$ cat src/lle_pkg.sv
package lle_pkg;

  // Field widths
  localparam int unsigned PERIOD_W = 15;  // step period / step timer
  localparam int unsigned OFF_W    = 24;  // auto-off timer, ms
  localparam int unsigned DVS_W    = 8;   // divisor width
  localparam int unsigned CFG_W    = 8;   // config data width
  localparam int unsigned CFG_IDX_W = 3;

  // Step period dividends, ms
  localparam logic [PERIOD_W-1:0] FLASH_DIVIDEND   = 15'd2500;
  localparam logic [PERIOD_W-1:0] FADE_DIVIDEND    = 15'd25000;
  localparam logic [PERIOD_W-1:0] RAINBOW_DIVIDEND = 15'd250;

  localparam logic [15:0] MS_PER_MIN = 16'd60000;
  localparam logic [7:0]  FADE_STEP  = 8'd5;
  localparam logic [7:0]  WHEEL_THIRD     = 8'd85;
  localparam logic [7:0]  WHEEL_TWO_THIRD = 8'd170;

  typedef enum logic [2:0] {
    MODE_OFF     = 3'd0,
    MODE_ON      = 3'd1,
    MODE_FLASH   = 3'd2,
    MODE_FADE    = 3'd3,
    MODE_RAINBOW = 3'd4
  } mode_e;

  typedef enum logic [1:0] {
    CMD_TICK       = 2'd0,
    CMD_ACTIVATE   = 2'd1,
    CMD_DEACTIVATE = 2'd2
  } cmd_e;

  typedef enum logic [CFG_IDX_W-1:0] {
    REG_LAMP_MODE  = 3'd0,
    REG_BRIGHTNESS = 3'd1,
    REG_SPEED      = 3'd2,
    REG_OFF_DELAY  = 3'd3,
    REG_MIN_FADE   = 3'd4,
    REG_BASE_RED   = 3'd5,
    REG_BASE_GREEN = 3'd6,
    REG_BASE_BLUE  = 3'd7
  } cfg_idx_e;

  typedef enum logic [1:0] {
    ST_IDLE = 2'd0,
    ST_DIV1 = 2'd1,
    ST_DIV2 = 2'd2,
    ST_DONE = 2'd3
  } st_e;

  typedef struct packed {
    logic [1:0] command;
    logic       test_mode;
  } in_word_t;

  typedef struct packed {
    logic       lamp_on;
    logic [2:0] active_mode;
    logic [7:0] out_brightness;
    logic [7:0] out_red;
    logic [7:0] out_green;
    logic [7:0] out_blue;
  } out_word_t;

  typedef struct packed {
    logic                start;
    logic [PERIOD_W-1:0] dividend;
    logic [DVS_W-1:0]    divisor;
  } div_req_t;

  typedef struct packed {
    logic                done;
    logic [PERIOD_W-1:0] quotient;
  } div_rsp_t;

endpackage

$ cat src/led_lamp_effect_engine.sv
// LED lamp effect engine: one word in, one status word out. Commands are a one
// millisecond tick, activate and deactivate; the lamp runs off, on, flash,
// triangular fade or rainbow wheel. Tick, deactivate and an activate that does
// not change mode update the state, then load the result register. An
// activate into flash, rainbow or fade first gets the step period from a
// shared bit-serial divider, run once for flash/rainbow and twice for fade
// ((25000/speed)/max(brightness, min_fade)). in_ready_o is high only while the
// sequencer is idle; a finished word waits in the output register, and the
// next result waits in the done state until that register is free. Config
// writes take effect at once and must only be issued while the block is
// idle; period and auto-off limit are latched at activate. Speed 0 acts as 1.
module led_lamp_effect_engine (
  input  logic               clk_i,
  input  logic               rst_ni,
  input  logic               in_valid_i,
  output logic               in_ready_o,
  input  lle_pkg::in_word_t  in_word_i,
  output logic               out_valid_o,
  input  logic               out_ready_i,
  output lle_pkg::out_word_t out_word_o,
  input  logic               cfg_we_i,
  input  logic [lle_pkg::CFG_IDX_W-1:0] cfg_idx_i,
  input  logic [lle_pkg::CFG_W-1:0]     cfg_data_i
);

  localparam int unsigned PW = lle_pkg::PERIOD_W;
  localparam int unsigned OW = lle_pkg::OFF_W;

  // config registers
  logic [2:0] lamp_mode_q;
  logic [7:0] set_bri_q, speed_q, off_delay_q, min_fade_q;
  logic [7:0] base_r_q, base_g_q, base_b_q;

  // lamp state
  lle_pkg::st_e   st_q, st_d;
  lle_pkg::mode_e cur_mode_q, cur_mode_d;
  logic [PW-1:0]  period_q, period_d;
  logic [PW-1:0]  step_el_q, step_el_d;
  logic [OW-1:0]  off_el_q, off_el_d;
  logic [OW-1:0]  off_lim_q, off_lim_d;   // auto-off limit in ms, 0 disables
  logic [7:0]     step_val_q, step_val_d;
  logic           rev_q, rev_d;
  logic [7:0]     level_q, level_d;
  logic [7:0]     red_q, red_d, green_q, green_d, blue_q, blue_d;

  logic               out_valid_q, out_valid_d;
  lle_pkg::out_word_t out_word_q, out_word_d;

  lle_pkg::div_req_t div_req;
  lle_pkg::div_rsp_t div_rsp;

  logic           in_acc;
  lle_pkg::mode_e act_mode;
  logic [7:0]     speed_eff, peak, fade_div;

  // tick datapath
  logic [OW-1:0]  off_inc;
  logic [PW-1:0]  st_inc;
  logic           auto_off, step_hit;
  logic [7:0]     fd_v1, fd_v2;
  logic           fd_r1, fd_r2;
  logic [8:0]     fd_sum;
  logic [7:0]     rb_v, rb_w, rb_w3;
  logic [7:0]     rb_r, rb_g, rb_b;

  function automatic logic [7:0] times3(input logic [7:0] x);
    return 8'({1'b0, x} + {x, 1'b0});
  endfunction

  lle_div u_div (
    .clk_i  (clk_i),
    .rst_ni (rst_ni),
    .req_i  (div_req),
    .rsp_o  (div_rsp)
  );

  assign in_ready_o  = (st_q == lle_pkg::ST_IDLE);
  assign in_acc      = in_valid_i && in_ready_o;
  assign out_valid_o = out_valid_q;
  assign out_word_o  = out_word_q;

  assign speed_eff = (speed_q == '0) ? 8'd1 : speed_q;
  assign peak      = (set_bri_q > min_fade_q) ? set_bri_q : min_fade_q;
  assign fade_div  = (peak == '0) ? 8'd1 : peak;

  // mode requested by activate; undefined codes read as off, test mode turns off into on
  always_comb begin
    if (lamp_mode_q > 3'(lle_pkg::MODE_RAINBOW)) begin
      act_mode = lle_pkg::MODE_OFF;
    end else begin
      act_mode = lle_pkg::mode_e'(lamp_mode_q);
    end
    if (in_word_i.test_mode && act_mode == lle_pkg::MODE_OFF) begin
      act_mode = lle_pkg::MODE_ON;
    end
  end

  // tick arithmetic: timers, fade and rainbow step
  always_comb begin
    off_inc  = (off_el_q != '1) ? off_el_q + 1'b1 : off_el_q;
    st_inc   = (step_el_q != '1) ? step_el_q + 1'b1 : step_el_q;
    auto_off = (off_lim_q != '0) && (off_inc >= off_lim_q);
    step_hit = (period_q != '0) && (st_inc >= period_q);

    // fade: clamp at peak and turn down, turn up at the floor
    if (step_val_q >= peak) begin
      fd_v1 = peak;
      fd_r1 = 1'b1;
    end else begin
      fd_v1 = step_val_q;
      fd_r1 = rev_q;
    end
    fd_r2  = (fd_v1 <= lle_pkg::FADE_STEP) ? 1'b0 : fd_r1;
    fd_sum = {1'b0, fd_v1} + {1'b0, lle_pkg::FADE_STEP};
    if (fd_r2) begin
      fd_v2 = fd_v1 - lle_pkg::FADE_STEP;
    end else begin
      fd_v2 = fd_sum[8] ? 8'hFF : fd_sum[7:0];
    end

    // rainbow wheel in three thirds
    rb_v = step_val_q + lle_pkg::FADE_STEP;
    if (rb_v < lle_pkg::WHEEL_THIRD) begin
      rb_w  = rb_v;
      rb_w3 = times3(rb_w);
      rb_r  = rb_w3;
      rb_g  = 8'hFF - rb_w3;
      rb_b  = '0;
    end else if (rb_v < lle_pkg::WHEEL_TWO_THIRD) begin
      rb_w  = rb_v - lle_pkg::WHEEL_THIRD;
      rb_w3 = times3(rb_w);
      rb_r  = 8'hFF - rb_w3;
      rb_g  = '0;
      rb_b  = rb_w3;
    end else begin
      rb_w  = rb_v - lle_pkg::WHEEL_TWO_THIRD;
      rb_w3 = times3(rb_w);
      rb_r  = '0;
      rb_g  = rb_w3;
      rb_b  = 8'hFF - rb_w3;
    end
  end

  // sequencer
  always_comb begin
    st_d        = st_q;
    cur_mode_d  = cur_mode_q;
    period_d    = period_q;
    step_el_d   = step_el_q;
    off_el_d    = off_el_q;
    off_lim_d   = off_lim_q;
    step_val_d  = step_val_q;
    rev_d       = rev_q;
    level_d     = level_q;
    red_d       = red_q;
    green_d     = green_q;
    blue_d      = blue_q;
    out_valid_d = out_valid_q && !out_ready_i;
    out_word_d  = out_word_q;
    div_req     = '0;

    unique case (st_q)
      lle_pkg::ST_IDLE: begin
        if (in_acc) begin
          st_d = lle_pkg::ST_DONE;
          unique case (lle_pkg::cmd_e'(in_word_i.command))
            lle_pkg::CMD_TICK: begin
              if (cur_mode_q != lle_pkg::MODE_OFF) begin
                off_el_d = off_inc;
                if (auto_off) begin
                  cur_mode_d = lle_pkg::MODE_OFF;
                end else if (period_q != '0) begin
                  step_el_d = step_hit ? '0 : st_inc;
                  if (step_hit) begin
                    case (cur_mode_q)
                      lle_pkg::MODE_FLASH: begin
                        rev_d   = !rev_q;
                        level_d = rev_q ? set_bri_q : 8'd0;
                      end
                      lle_pkg::MODE_FADE: begin
                        rev_d      = fd_r2;
                        step_val_d = fd_v2;
                        level_d    = fd_v2;
                      end
                      lle_pkg::MODE_RAINBOW: begin
                        step_val_d = rb_v;
                        red_d      = rb_r;
                        green_d    = rb_g;
                        blue_d     = rb_b;
                      end
                      default: ;
                    endcase
                  end
                end
              end
            end
            lle_pkg::CMD_ACTIVATE: begin
              if (act_mode != cur_mode_q) begin
                cur_mode_d = act_mode;
                level_d    = set_bri_q;
                if (act_mode != lle_pkg::MODE_RAINBOW) begin
                  red_d   = base_r_q;
                  green_d = base_g_q;
                  blue_d  = base_b_q;
                end
                off_lim_d  = in_word_i.test_mode ? '0 :
                             OW'(off_delay_q) * OW'(lle_pkg::MS_PER_MIN);
                off_el_d   = '0;
                step_el_d  = '0;
                rev_d      = 1'b0;
                step_val_d = (act_mode == lle_pkg::MODE_FADE) ? set_bri_q : 8'd0;
                period_d   = '0;
                div_req.divisor = speed_eff;
                case (act_mode)
                  lle_pkg::MODE_FLASH: begin
                    div_req.start    = 1'b1;
                    div_req.dividend = lle_pkg::FLASH_DIVIDEND;
                    st_d             = lle_pkg::ST_DIV1;
                  end
                  lle_pkg::MODE_FADE: begin
                    div_req.start    = 1'b1;
                    div_req.dividend = lle_pkg::FADE_DIVIDEND;
                    st_d             = lle_pkg::ST_DIV1;
                  end
                  lle_pkg::MODE_RAINBOW: begin
                    div_req.start    = 1'b1;
                    div_req.dividend = lle_pkg::RAINBOW_DIVIDEND;
                    st_d             = lle_pkg::ST_DIV1;
                  end
                  default: ;
                endcase
              end
            end
            lle_pkg::CMD_DEACTIVATE: begin
              cur_mode_d = lle_pkg::MODE_OFF;
            end
            default: ;  // unused command code: no change
          endcase
        end
      end
      lle_pkg::ST_DIV1: begin
        if (div_rsp.done) begin
          if (cur_mode_q == lle_pkg::MODE_FADE) begin
            // second pass divides by the fade peak
            div_req.start    = 1'b1;
            div_req.dividend = div_rsp.quotient;
            div_req.divisor  = fade_div;
            st_d             = lle_pkg::ST_DIV2;
          end else begin
            period_d = div_rsp.quotient;
            st_d     = lle_pkg::ST_DONE;
          end
        end
      end
      lle_pkg::ST_DIV2: begin
        if (div_rsp.done) begin
          period_d = div_rsp.quotient;
          st_d     = lle_pkg::ST_DONE;
        end
      end
      lle_pkg::ST_DONE: begin
        if (!out_valid_q || out_ready_i) begin
          out_valid_d                = 1'b1;
          out_word_d.lamp_on         = (cur_mode_q != lle_pkg::MODE_OFF);
          out_word_d.active_mode     = cur_mode_q;
          out_word_d.out_brightness  = level_q;
          out_word_d.out_red         = red_q;
          out_word_d.out_green       = green_q;
          out_word_d.out_blue        = blue_q;
          st_d                       = lle_pkg::ST_IDLE;
        end
      end
      default: st_d = lle_pkg::ST_IDLE;
    endcase
  end

  // config write port
  always_ff @(posedge clk_i or negedge rst_ni) begin
    if (!rst_ni) begin
      lamp_mode_q <= 3'(lle_pkg::MODE_OFF);
      set_bri_q   <= 8'd255;
      speed_q     <= 8'd1;
      off_delay_q <= 8'd0;
      min_fade_q  <= 8'd25;
      base_r_q    <= 8'd255;
      base_g_q    <= 8'd255;
      base_b_q    <= 8'd255;
    end else if (cfg_we_i) begin
      unique case (lle_pkg::cfg_idx_e'(cfg_idx_i))
        lle_pkg::REG_LAMP_MODE:  lamp_mode_q <= cfg_data_i[2:0];
        lle_pkg::REG_BRIGHTNESS: set_bri_q   <= cfg_data_i;
        lle_pkg::REG_SPEED:      speed_q     <= cfg_data_i;
        lle_pkg::REG_OFF_DELAY:  off_delay_q <= cfg_data_i;
        lle_pkg::REG_MIN_FADE:   min_fade_q  <= cfg_data_i;
        lle_pkg::REG_BASE_RED:   base_r_q    <= cfg_data_i;
        lle_pkg::REG_BASE_GREEN: base_g_q    <= cfg_data_i;
        lle_pkg::REG_BASE_BLUE:  base_b_q    <= cfg_data_i;
        default: ;
      endcase
    end
  end

  always_ff @(posedge clk_i or negedge rst_ni) begin
    if (!rst_ni) begin
      st_q        <= lle_pkg::ST_IDLE;
      cur_mode_q  <= lle_pkg::MODE_OFF;
      period_q    <= '0;
      step_el_q   <= '0;
      off_el_q    <= '0;
      off_lim_q   <= '0;
      step_val_q  <= '0;
      rev_q       <= 1'b0;
      level_q     <= '0;
      red_q       <= '0;
      green_q     <= '0;
      blue_q      <= '0;
      out_valid_q <= 1'b0;
    end else begin
      st_q        <= st_d;
      cur_mode_q  <= cur_mode_d;
      period_q    <= period_d;
      step_el_q   <= step_el_d;
      off_el_q    <= off_el_d;
      off_lim_q   <= off_lim_d;
      step_val_q  <= step_val_d;
      rev_q       <= rev_d;
      level_q     <= level_d;
      red_q       <= red_d;
      green_q     <= green_d;
      blue_q      <= blue_d;
      out_valid_q <= out_valid_d;
    end
  end

  always_ff @(posedge clk_i) begin
    out_word_q <= out_word_d;
  end

  a_div_done_in_div_state: assert property (@(posedge clk_i) disable iff (!rst_ni)
    div_rsp.done |-> (st_q == lle_pkg::ST_DIV1 || st_q == lle_pkg::ST_DIV2))
    else $error("divider result outside a divide state");

  a_step_timer_below_period: assert property (@(posedge clk_i) disable iff (!rst_ni)
    (period_q != '0) |-> (step_el_q < period_q))
    else $error("step timer passed the step period");

  a_second_div_only_fade: assert property (@(posedge clk_i) disable iff (!rst_ni)
    (st_q == lle_pkg::ST_DIV2) |-> (cur_mode_q == lle_pkg::MODE_FADE))
    else $error("second divide outside fade mode");

endmodule

$ cat src/lle_div.sv
// Restoring divider, one quotient bit per cycle. Divisor must be nonzero.
module lle_div (
  input  logic              clk_i,
  input  logic              rst_ni,
  input  lle_pkg::div_req_t req_i,
  output lle_pkg::div_rsp_t rsp_o
);

  localparam int unsigned QW    = lle_pkg::PERIOD_W;
  localparam int unsigned DW    = lle_pkg::DVS_W;
  localparam int unsigned CNT_W = $clog2(QW);

  logic             busy_q, busy_d;
  logic             done_q, done_d;
  logic [CNT_W-1:0] cnt_q, cnt_d;
  logic [QW-1:0]    quo_q, quo_d;
  logic [DW-1:0]    rem_q, rem_d;
  logic [DW-1:0]    dvs_q, dvs_d;
  logic [DW:0]      trial;
  logic [DW:0]      diff;

  always_comb begin
    busy_d = busy_q;
    done_d = 1'b0;
    cnt_d  = cnt_q;
    quo_d  = quo_q;
    rem_d  = rem_q;
    dvs_d  = dvs_q;
    trial  = {rem_q, quo_q[QW-1]};
    diff   = trial - {1'b0, dvs_q};
    if (req_i.start) begin
      busy_d = 1'b1;
      cnt_d  = CNT_W'(QW - 1);
      quo_d  = req_i.dividend;
      rem_d  = '0;
      dvs_d  = req_i.divisor;
    end else if (busy_q) begin
      // partial remainder stays below the divisor, so DW bits hold it
      if (trial >= {1'b0, dvs_q}) begin
        rem_d = diff[DW-1:0];
        quo_d = {quo_q[QW-2:0], 1'b1};
      end else begin
        rem_d = trial[DW-1:0];
        quo_d = {quo_q[QW-2:0], 1'b0};
      end
      if (cnt_q == '0) begin
        busy_d = 1'b0;
        done_d = 1'b1;
      end else begin
        cnt_d = cnt_q - 1'b1;
      end
    end
  end

  always_ff @(posedge clk_i or negedge rst_ni) begin
    if (!rst_ni) begin
      busy_q <= 1'b0;
      done_q <= 1'b0;
      cnt_q  <= '0;
    end else begin
      busy_q <= busy_d;
      done_q <= done_d;
      cnt_q  <= cnt_d;
    end
  end

  always_ff @(posedge clk_i) begin
    quo_q <= quo_d;
    rem_q <= rem_d;
    dvs_q <= dvs_d;
  end

  assign rsp_o.done     = done_q;
  assign rsp_o.quotient = quo_q;

  a_no_restart: assert property (@(posedge clk_i) disable iff (!rst_ni)
    req_i.start |-> !busy_q)
    else $error("divider restarted while busy");

  a_done_after_last: assert property (@(posedge clk_i) disable iff (!rst_ni)
    rsp_o.done |-> ($past(busy_q) && ($past(cnt_q) == '0)))
    else $error("divider done without final iteration");

  a_divisor_nonzero: assert property (@(posedge clk_i) disable iff (!rst_ni)
    busy_q |-> (dvs_q != '0))
    else $error("divider running with zero divisor");

endmodule

$ cat config.mk
export PLATFORM = sky130hd
export DESIGN_NAME = led_lamp_effect_engine
export DESIGN_NICKNAME = d
export VERILOG_FILES = /design/src/lle_pkg.sv /design/src/led_lamp_effect_engine.sv /design/src/lle_div.sv
export SDC_FILE = /design/constraint.sdc
export NUM_CORES = 1
export LEC_CHECK = 0
export BUFFER_PORTS_ARGS = -buffer_cell sky130_fd_sc_hd__buf_2
export CAP_MARGIN = 15
export CORE_MARGIN = 4
export CORE_UTILIZATION = 60
export DETAILED_ROUTE_END_ITERATION = 16
export HOLD_SLACK_MARGIN = 0.02
export PLACE_DENSITY = 0.89
export SLEW_MARGIN = 30
export SYNTH_ARGS = -nofsm -noshare
export SYNTH_HDL_FRONTEND = slang
export SYNTH_SLANG_ARGS = --single-unit
$ cat constraint.sdc
create_clock -name clk_i -period 5.9 [get_ports clk_i]
set_input_delay 0.59 -clock clk_i [delete_from_list [all_inputs] [get_ports clk_i]]
set_output_delay 0.59 -clock clk_i [all_outputs]
set_load 0.005 [all_outputs]
# After elaboration in Yosys (flattened, before gate mapping)
# Index checks and enable logic that the tools add are counted.
# op_classes
mux	116
add_sub_neg	15
n_reduce_logical	44
magnitude_cmp	9
n_eq_ne	41
mul	1
# ops
op	count
$mux 8	46
$mux 24	9
$mux 15	13
$pmux 8 s2	7
$pmux 24 s2	2
$pmux 16 s3	1
$pmux 15 s3	1
$pmux 15 s2	1
$add 24x1->24 const B	1
$add 8x8->8	3
$ge 24x24->1	1
$ne 24x24->1 const B	1
$reduce_bool 24->1	1
$sub 8x8->8 const A	3
$ne 2x2->1 const B	11
$reduce_and 2->1	11
$mul 8x11->19 const B	1
$eq 3x2->1 const B	6
$eq 3x3->1 const B	6
$reduce_and 9->1	2
$mux 1	17
$logic_not 8->1	2
$add 15x1->15 const B	1
$ge 15x15->1	1
other kinds (44)	78
# word_totals
register_bits	257
word_cells	259
in_bits	19
out_inout_bits	38

# Logic depth before layout (Yosys ltp)
# depth
word_depth	13
mapped_depth	24
mapped_depth_nobuf	21

# Hierarchy
# Synthesis repeated with hierarchy kept, for this count alone.
# hier_totals
cells_unflattened	1777
area_unflattened_um2	17055.1
# by_module_without_submodules
module	area_per_inst_um2	cells_per_inst	n_inst
led_lamp_effect_engine	15135.8	1614	1
lle_div	1919.3	163	1

# Worst setup path before layout
# No wires, ideal clock.
# synth_path
path_type	register -> register
start	register set_bri_q[0]
end	register level_q[5]
arrival_ns	4.889
setup_slack_ns	0.880
required_ns	5.769
setup_ns	0.131
n_path_buf	4
path_stages_with_launch	24
cell_sequence	dfstp_2 -> inv_1 -> ha_1 -> and4_1 -> nand2b_1 -> clkbuf_1 -> o32ai_1 -> or2_2 -> ha_1 -> and3_1 -> nand3_1 -> o21a_1 -> buf_2 -> buf_2 -> o41ai_2 -> inv_1 -> ha_1 -> nor2_1 -> a21oi_1 -> a21oi_1 -> buf_2 -> o21ai_0 -> a32oi_1 -> o211ai_1
# synth_between
elab_chain_cells	13
word_cells_on_any_way	17
classes_between	add/sub: 2; order compare: 3; mux: 12
# synth_lines
item	line_no	rtl
start: declaration	led_lamp_effect_engine.sv:31	logic [7:0] set_bri_q, speed_q, off_delay_q, min_fade_q;
start signal: assignment	led_lamp_effect_engine.sv:291	lle_pkg::REG_BRIGHTNESS: set_bri_q <= cfg_data_i;
$gt 8x8->1	led_lamp_effect_engine.sv:83	assign peak = (set_bri_q > min_fade_q) ? set_bri_q : min_fade_q;
$mux 8 *	led_lamp_effect_engine.sv:83	
$ge 8x8->1	led_lamp_effect_engine.sv:106	if (step_val_q >= peak) begin
$mux 8	led_lamp_effect_engine.sv:106	
$add 8x3->9 or $le 8x3->1 (tied branches)	led_lamp_effect_engine.sv:114, led_lamp_effect_engine.sv:113	
$mux 8 or $mux 1 (tied branches)	led_lamp_effect_engine.sv:118, led_lamp_effect_engine.sv:113	
$mux 8 *	led_lamp_effect_engine.sv:115	if (fd_r2) begin
$pmux 8 s2 *	led_lamp_effect_engine.sv:175	case (cur_mode_q)
$mux 8 *	led_lamp_effect_engine.sv:174	if (step_hit) begin
$mux 8 *	led_lamp_effect_engine.sv:172	end else if (period_q != '0) begin
$mux 8 *	led_lamp_effect_engine.sv:170	if (auto_off) begin
$mux 8 *	led_lamp_effect_engine.sv:168	if (cur_mode_q != lle_pkg::MODE_OFF) begin
$pmux 8 s2 *	led_lamp_effect_engine.sv:166	unique case (lle_pkg::cmd_e'(in_word_i.command))
end signal: assignment	led_lamp_effect_engine.sv:327	level_q <= level_d;
end: declaration	led_lamp_effect_engine.sv:43	logic [7:0] level_q, level_d;
# Mark *: on every way between the ends. The rest lies on a longest branch, timed or not. The select of a mux whose other input is x is not followed.
# A chain may end at the register's enable or synchronous reset.

# Final worst setup path
# layout_path
start	register off_el_q[0]
end	register step_val_q[7]
# layout_between
elab_chain_cells	6
word_cells_on_any_way	7
classes_between	add/sub: 1; order compare: 1; eq/ne: 2; mux: 1; reduce/logical: 2
# layout_lines
item	line_no	rtl
start: declaration	led_lamp_effect_engine.sv:39	logic [OW-1:0] off_el_q, off_el_d;
start signal: assignment	led_lamp_effect_engine.sv:323	off_el_q <= off_el_d;
$add 24x1->24 or $ne 24x24->1 (tied branches)	led_lamp_effect_engine.sv:100	off_inc = (off_el_q != '1) ? off_el_q + 1'b1 : off_el_q;
$mux 24 *	led_lamp_effect_engine.sv:100	
$ge 24x24->1 *	led_lamp_effect_engine.sv:102	auto_off = (off_lim_q != '0) && (off_inc >= off_lim_q);
$logic_and 1x1->1 *	led_lamp_effect_engine.sv:102	
$ne 2x2->1 (no line) *	n/a	
$reduce_and 9->1 (no line) *	n/a	
end signal: assignment	led_lamp_effect_engine.sv:325	step_val_q <= step_val_d;
end: declaration	led_lamp_effect_engine.sv:41	logic [7:0] step_val_q, step_val_d;
# Mark *: on every way between the ends. The rest lies on a longest branch, timed or not.

==> results.txt <==
The number of slew-limit violations in the final report is 0. Max-cap violations in this run came to 0. The final critical path time including I/O delays and setup came out at roughly 5.6 ns.

The number of fillers in the final layout came out at just over 2000. The insertion delay to the later sink of the worst-skew pair is between 0.5 and 0.6 ns. The I/O pin count came out at between 50 and 60.

The critical path startpoint category is a flop. For this block, the initial DRC count from the detailed router was around 1500. The compound-gate portion of the synthesized area came out at between 10% and 20%.

The total power came out at 11.7 mW. The delay of the slowest critical-path stage is between 0.5 and 0.6 ns. The slowest stage of the critical path belongs to the cell sky130_fd_sc_hd__a221oi_1. The area share of fa/ha/maj cells after synthesis is about 14%. The standard cell core area came out at 0.0272 mm^2. Traced cell by cell, the critical path runs through ha_1 > nand2_1 > or2_1 > nor4_2 > buf_4 > or3_1 > or3_1 > nor2_1 > nand2_1 > xnor2_1 > ha_1 > a21o_1 > a21o_1 > a21oi_1 > o21a_1 > o21ai_0 > a221o_1 > a21o_1 > a21o_1 > a221oi_1 > o21ai_0. The final standard cell area without fillers came out at 0.0185 mm^2.

The worst clock skew came out at approximately 0.022 ns. No sink is reached through more buffers than the 3 on the longest clock path. Counting flops and latches in the post-synthesis netlist gives between 200 and 300. The period utilization came out at around 94%. The floorplan step set the die height to between 150 and 200 um. The overall die area came out at 0.0307 mm^2. The post-route netlist has between 10% and 20% of its cells at a drive strength greater than 1. The residual antenna-violating net count after detailed routing came out at 0. After detailed routing, the number of remaining DRC violations is 0.

The routed via count divided by cell count came out at roughly 6.3. The cell sitting at the root of the clock tree is a sky130_fd_sc_hd__clkbuf_16. The required time reported for the critical path endpoint is around 6.3 ns. The remaining global-route overflow is 0. Relative to the synthesized area, the layout overhead comes to 10.6%. Of the post-synthesis cell area, the part taken by muxes is under 10%. The worst register-to-register path ends at step_val_q[7]$_DFFE_PN0P_.

The number of nets handed over by synthesis was ~2000. The sequential element share of the synthesized area came out at 39.4%. The destination of the worst hold path is out_valid_o$_DFF_PN0_. After clock tree synthesis, the clock-pin slew on the worst setup and hold paths is ~0.070 ns.

The flop-to-flop setup slack came out at approximately 0.34 ns. The aggregate routed wire length is about 44 mm. The synthesized netlist cell count came out at roughly 1800. The library cells used most frequently in the layout, excluding fill and tap cells, are sky130_fd_sc_hd__nand2_1, sky130_fd_sc_hd__inv_1, sky130_fd_sc_hd__dfrtp_1. The first global-routing pass estimated a little over 70 mm of wire. The async set or reset register ratio after synthesis is ~73%. The number of buffers added on ports came out at between 50 and 60. The highest achievable clock rate came out at ~0.18 GHz. The main flop type after synthesis is sky130_fd_sc_hd__dfrtp_1. The basic-gate share of the synthesized area counting and, or, nand and nor cells is between 10% and 20%. The launch point of the worst hold path is out_ready_i. The global-route total usage across every layer is ~29%. The peak supply drop came out at roughly 0.00042 V. In this run the worst setup path begins at off_el_q[0]$_DFFE_PN0P_. Leaving out fill and tap cells, the most frequent cell in the layout is sky130_fd_sc_hd__nand2_1. The element type at the critical path end is a flop. The HPWL after detailed placement came out at 32.0 mm.

Summing the areas of all xor and xnor instances in the mapped netlist gives under 10% of the synthesized area. The min-delay analysis places its worst path in the category input port to flop. The initial antenna violation count came out at 0.

For this design the ratio of total power to cell area is roughly 630 mW/mm^2. The via count of the first global-routing pass came out at between 10000 and 15000. The average wire length per cell after detail routing came out at ~20 um. The register area came out at roughly 0.0066 mm^2. The top fanout value on the critical path is 18. The die extent in x is roughly 180 um. The kind of critical path is flop to flop. The initial core utilization is between 60% and 70%. The run finished with clean final reports. The data arrival time of the critical path came out at approximately 6 ns. By area, the combinational part of the netlist is dominated by compound AO/OA/AOI/OAI gates. The number of antenna diodes in the final layout is 0. The total leakage power came out at ~8.3 nW. By instance count, the cell type seen most on the critical path is sky130_fd_sc_hd__a21o_1. The cell count of the worst hold path came out at 4. The placement row count is 60.

The distinct cell type count of the synthesized netlist came out at 83. Setup repair after global routing left no endpoint under its margin. The slew at the pin closest to its max-slew limit is 1.01 ns. The origin of the critical flop-to-flop path is off_el_q[0]$_DFFE_PN0P_. The area of the mapped netlist is roughly 0.017 mm^2.

Counting cells, the worst reg-to-reg path comes to 21. The count of flip-flops with a built-in enable after synthesis came out at between 50 and 60. The total negative setup slack came out at 0 ns. The number of optimization iterations in the first detailed-route pass came out at 7. In this run the number of H-tree levels came out at 1. The count of yosys warnings during synthesis came out at 0. The count of clock tree sinks came out at around 250. The setup-violating endpoint count in the final report is 0. The number of vias in the routed layout is ~14000. The total placed instance area is 0.0174 mm^2. The number of failing hold endpoints at the final stage was 0. The final layout net count came out at about 2000. Dividing the synthesized area by the synthesized cell count gives between 9 and 10 um^2.

The headroom to the max-slew limit came out at between 30% and 40%. The multi-input combinational cells in the finished layout cover a total of ~0.0093 mm^2. The number of buffers added by the clock tree synthesis step is 27. The TritonCTS clock tree is done. Entering global routing, the biggest net connects 127 pins. At the end of routability-driven placement, the weighted congestion stood at about 0.96.
[cell type report]
cell class,count,share of cell area (%)
multi-input combinational,1289,50.1
timing repair buffer,84,2.89
tap,372,2.51
sequential,252,35.7
inverter,161,3.26
clock buffer,29,3.74
clock inverter,21,1.82
[cells in the mapped netlist, types with 6 or more instances]
library cell | count | area [um^2]
sky130_fd_sc_hd__a211o_1 | 7 | 61.3
sky130_fd_sc_hd__a211oi_1 | 12 | 90.1
sky130_fd_sc_hd__a21o_1 | 27 | 203
sky130_fd_sc_hd__a21oi_1 | 91 | 455
sky130_fd_sc_hd__a22o_1 | 14 | 123
sky130_fd_sc_hd__a22oi_1 | 7 | 52.6
sky130_fd_sc_hd__a311oi_1 | 6 | 52.6
sky130_fd_sc_hd__a31oi_1 | 17 | 106
sky130_fd_sc_hd__and2_1 | 7 | 43.8
sky130_fd_sc_hd__and3_1 | 18 | 113
sky130_fd_sc_hd__and4_1 | 7 | 61.3
sky130_fd_sc_hd__buf_2 | 12 | 60.1
sky130_fd_sc_hd__clkbuf_1 | 54 | 203
sky130_fd_sc_hd__dfrtp_1 | 149 | 3730
sky130_fd_sc_hd__dfstp_2 | 36 | 946
sky130_fd_sc_hd__dfxtp_1 | 8 | 160
sky130_fd_sc_hd__edfxtp_1 | 59 | 1770
sky130_fd_sc_hd__fa_1 | 25 | 500
sky130_fd_sc_hd__ha_1 | 148 | 1850
sky130_fd_sc_hd__inv_1 | 160 | 601
sky130_fd_sc_hd__mux2_2 | 55 | 619
sky130_fd_sc_hd__mux2i_1 | 19 | 190
sky130_fd_sc_hd__nand2_1 | 174 | 653
sky130_fd_sc_hd__nand2b_1 | 17 | 106
sky130_fd_sc_hd__nand3_1 | 47 | 235
sky130_fd_sc_hd__nand4_1 | 18 | 113
sky130_fd_sc_hd__nor2_1 | 123 | 462
sky130_fd_sc_hd__nor2b_1 | 8 | 50.1
sky130_fd_sc_hd__nor3_1 | 38 | 190
sky130_fd_sc_hd__nor4_1 | 14 | 87.6
sky130_fd_sc_hd__o211ai_1 | 25 | 188
sky130_fd_sc_hd__o21a_1 | 17 | 128
sky130_fd_sc_hd__o21ai_0 | 124 | 621
sky130_fd_sc_hd__o21ai_1 | 8 | 40.0
sky130_fd_sc_hd__o21bai_1 | 12 | 90.1
sky130_fd_sc_hd__o22ai_1 | 6 | 37.5
sky130_fd_sc_hd__o311ai_0 | 6 | 52.6
sky130_fd_sc_hd__o31ai_1 | 12 | 90.1
sky130_fd_sc_hd__o32ai_1 | 9 | 78.8
sky130_fd_sc_hd__or3_1 | 8 | 50.1
sky130_fd_sc_hd__xnor2_1 | 57 | 499
sky130_fd_sc_hd__xor2_1 | 29 | 254
[registers in the layout, summed over array words and instances, names as in the netlist, 2 cells and up]
signal and flops:
base_b_q 8, base_g_q 8, base_r_q 8, blue_q 8
cur_mode_q 3, green_q 8, lamp_mode_q 3, level_q 8
min_fade_q 8, off_delay_q 8, off_el_q 24, off_lim_q 19
out_word_o 36, period_q 15, red_q 8, set_bri_q 8
speed_q 8, st_q 2, step_el_q 15, step_val_q 8
u_div.cnt_q 4, u_div.dvs_q 8, u_div.quo_q 15, u_div.rem_q 8
[critical path, delay by kind of cell, from the launching register on]
family          cells  cell delay [ns]
fa+ha+maj           2             0.61
simple gates        7             1.36
flops               1             0.46
compound gates     10             2.65
buf+inv             1             0.17
xor+xnor            1             0.16
[report_power, final]
part | leakage (nW) | total, mW | internal (mW) | switching [mW]
Sequential | 2.88 | 2.86 | 2.40 | 0.461
Clock | 0.486 | 1.96 | 1.21 | 0.752
Combinational | 4.97 | 6.91 | 2.82 | 4.09
[through the flow]
stage	hold slack (ns)	std cells	util, %	worst slack (ns)
2_1_floorplan	0.294	1772	-	0.880
3_3_place_gp	0.433	2155	64.1	0.375
3_5_place_dp	0.433	2155	64.1	0.350
4_1_cts	0.244	2205	67.9	0.325
5_1_grt	0.370	2208	68.2	0.0151
6_report	0.350	2208	68.2	0.344
[per-layer routing]
layer | global-route usage, % | vias up | part of all wire, %
met3 | 3.83 | 137 | 5.9
met5 | 0 | - | 0
met1 | 36.7 | 6774 | 40
met4 | 11.1 | 0 | 4.0
li1 | - | 6407 | -
met2 | 49.1 | 537 | 50
[worst max-delay path by stage]
stage          cells after the start  slack, ns                        end
2_1_floorplan                     23       0.88     level_q[5]$_DFFE_PN0P_
3_3_place_gp                      20       0.38     level_q[4]$_DFFE_PN0P_
3_5_place_dp                      22       0.35     green_q[4]$_DFFE_PN0P_
4_1_cts                           22       0.33     green_q[4]$_DFFE_PN0P_
5_1_grt                           20       0.02     level_q[4]$_DFFE_PN0P_
6_report                          21       0.34  step_val_q[7]$_DFFE_PN0P_
[logic make-up (layout without fill, tap and decap cells)]
family          after synthesis  count (layout)
compound gates              449             449
mux                          74              74
flops                       252             252
buf+inv                     231             295
fa+ha+maj                   173             173
xor+xnor                     87              87
simple gates                506             506
[timing repair]
action                                  in CTS  in global routing
endpoints found under the setup margin       0                 16
buffers inserted                             0                  1
resized for setup                            0                  2
hold buffers                                 0                  1
hold endpoints to repair                     0                 35
Note: power is estimated with default switching activity, not from simulation.
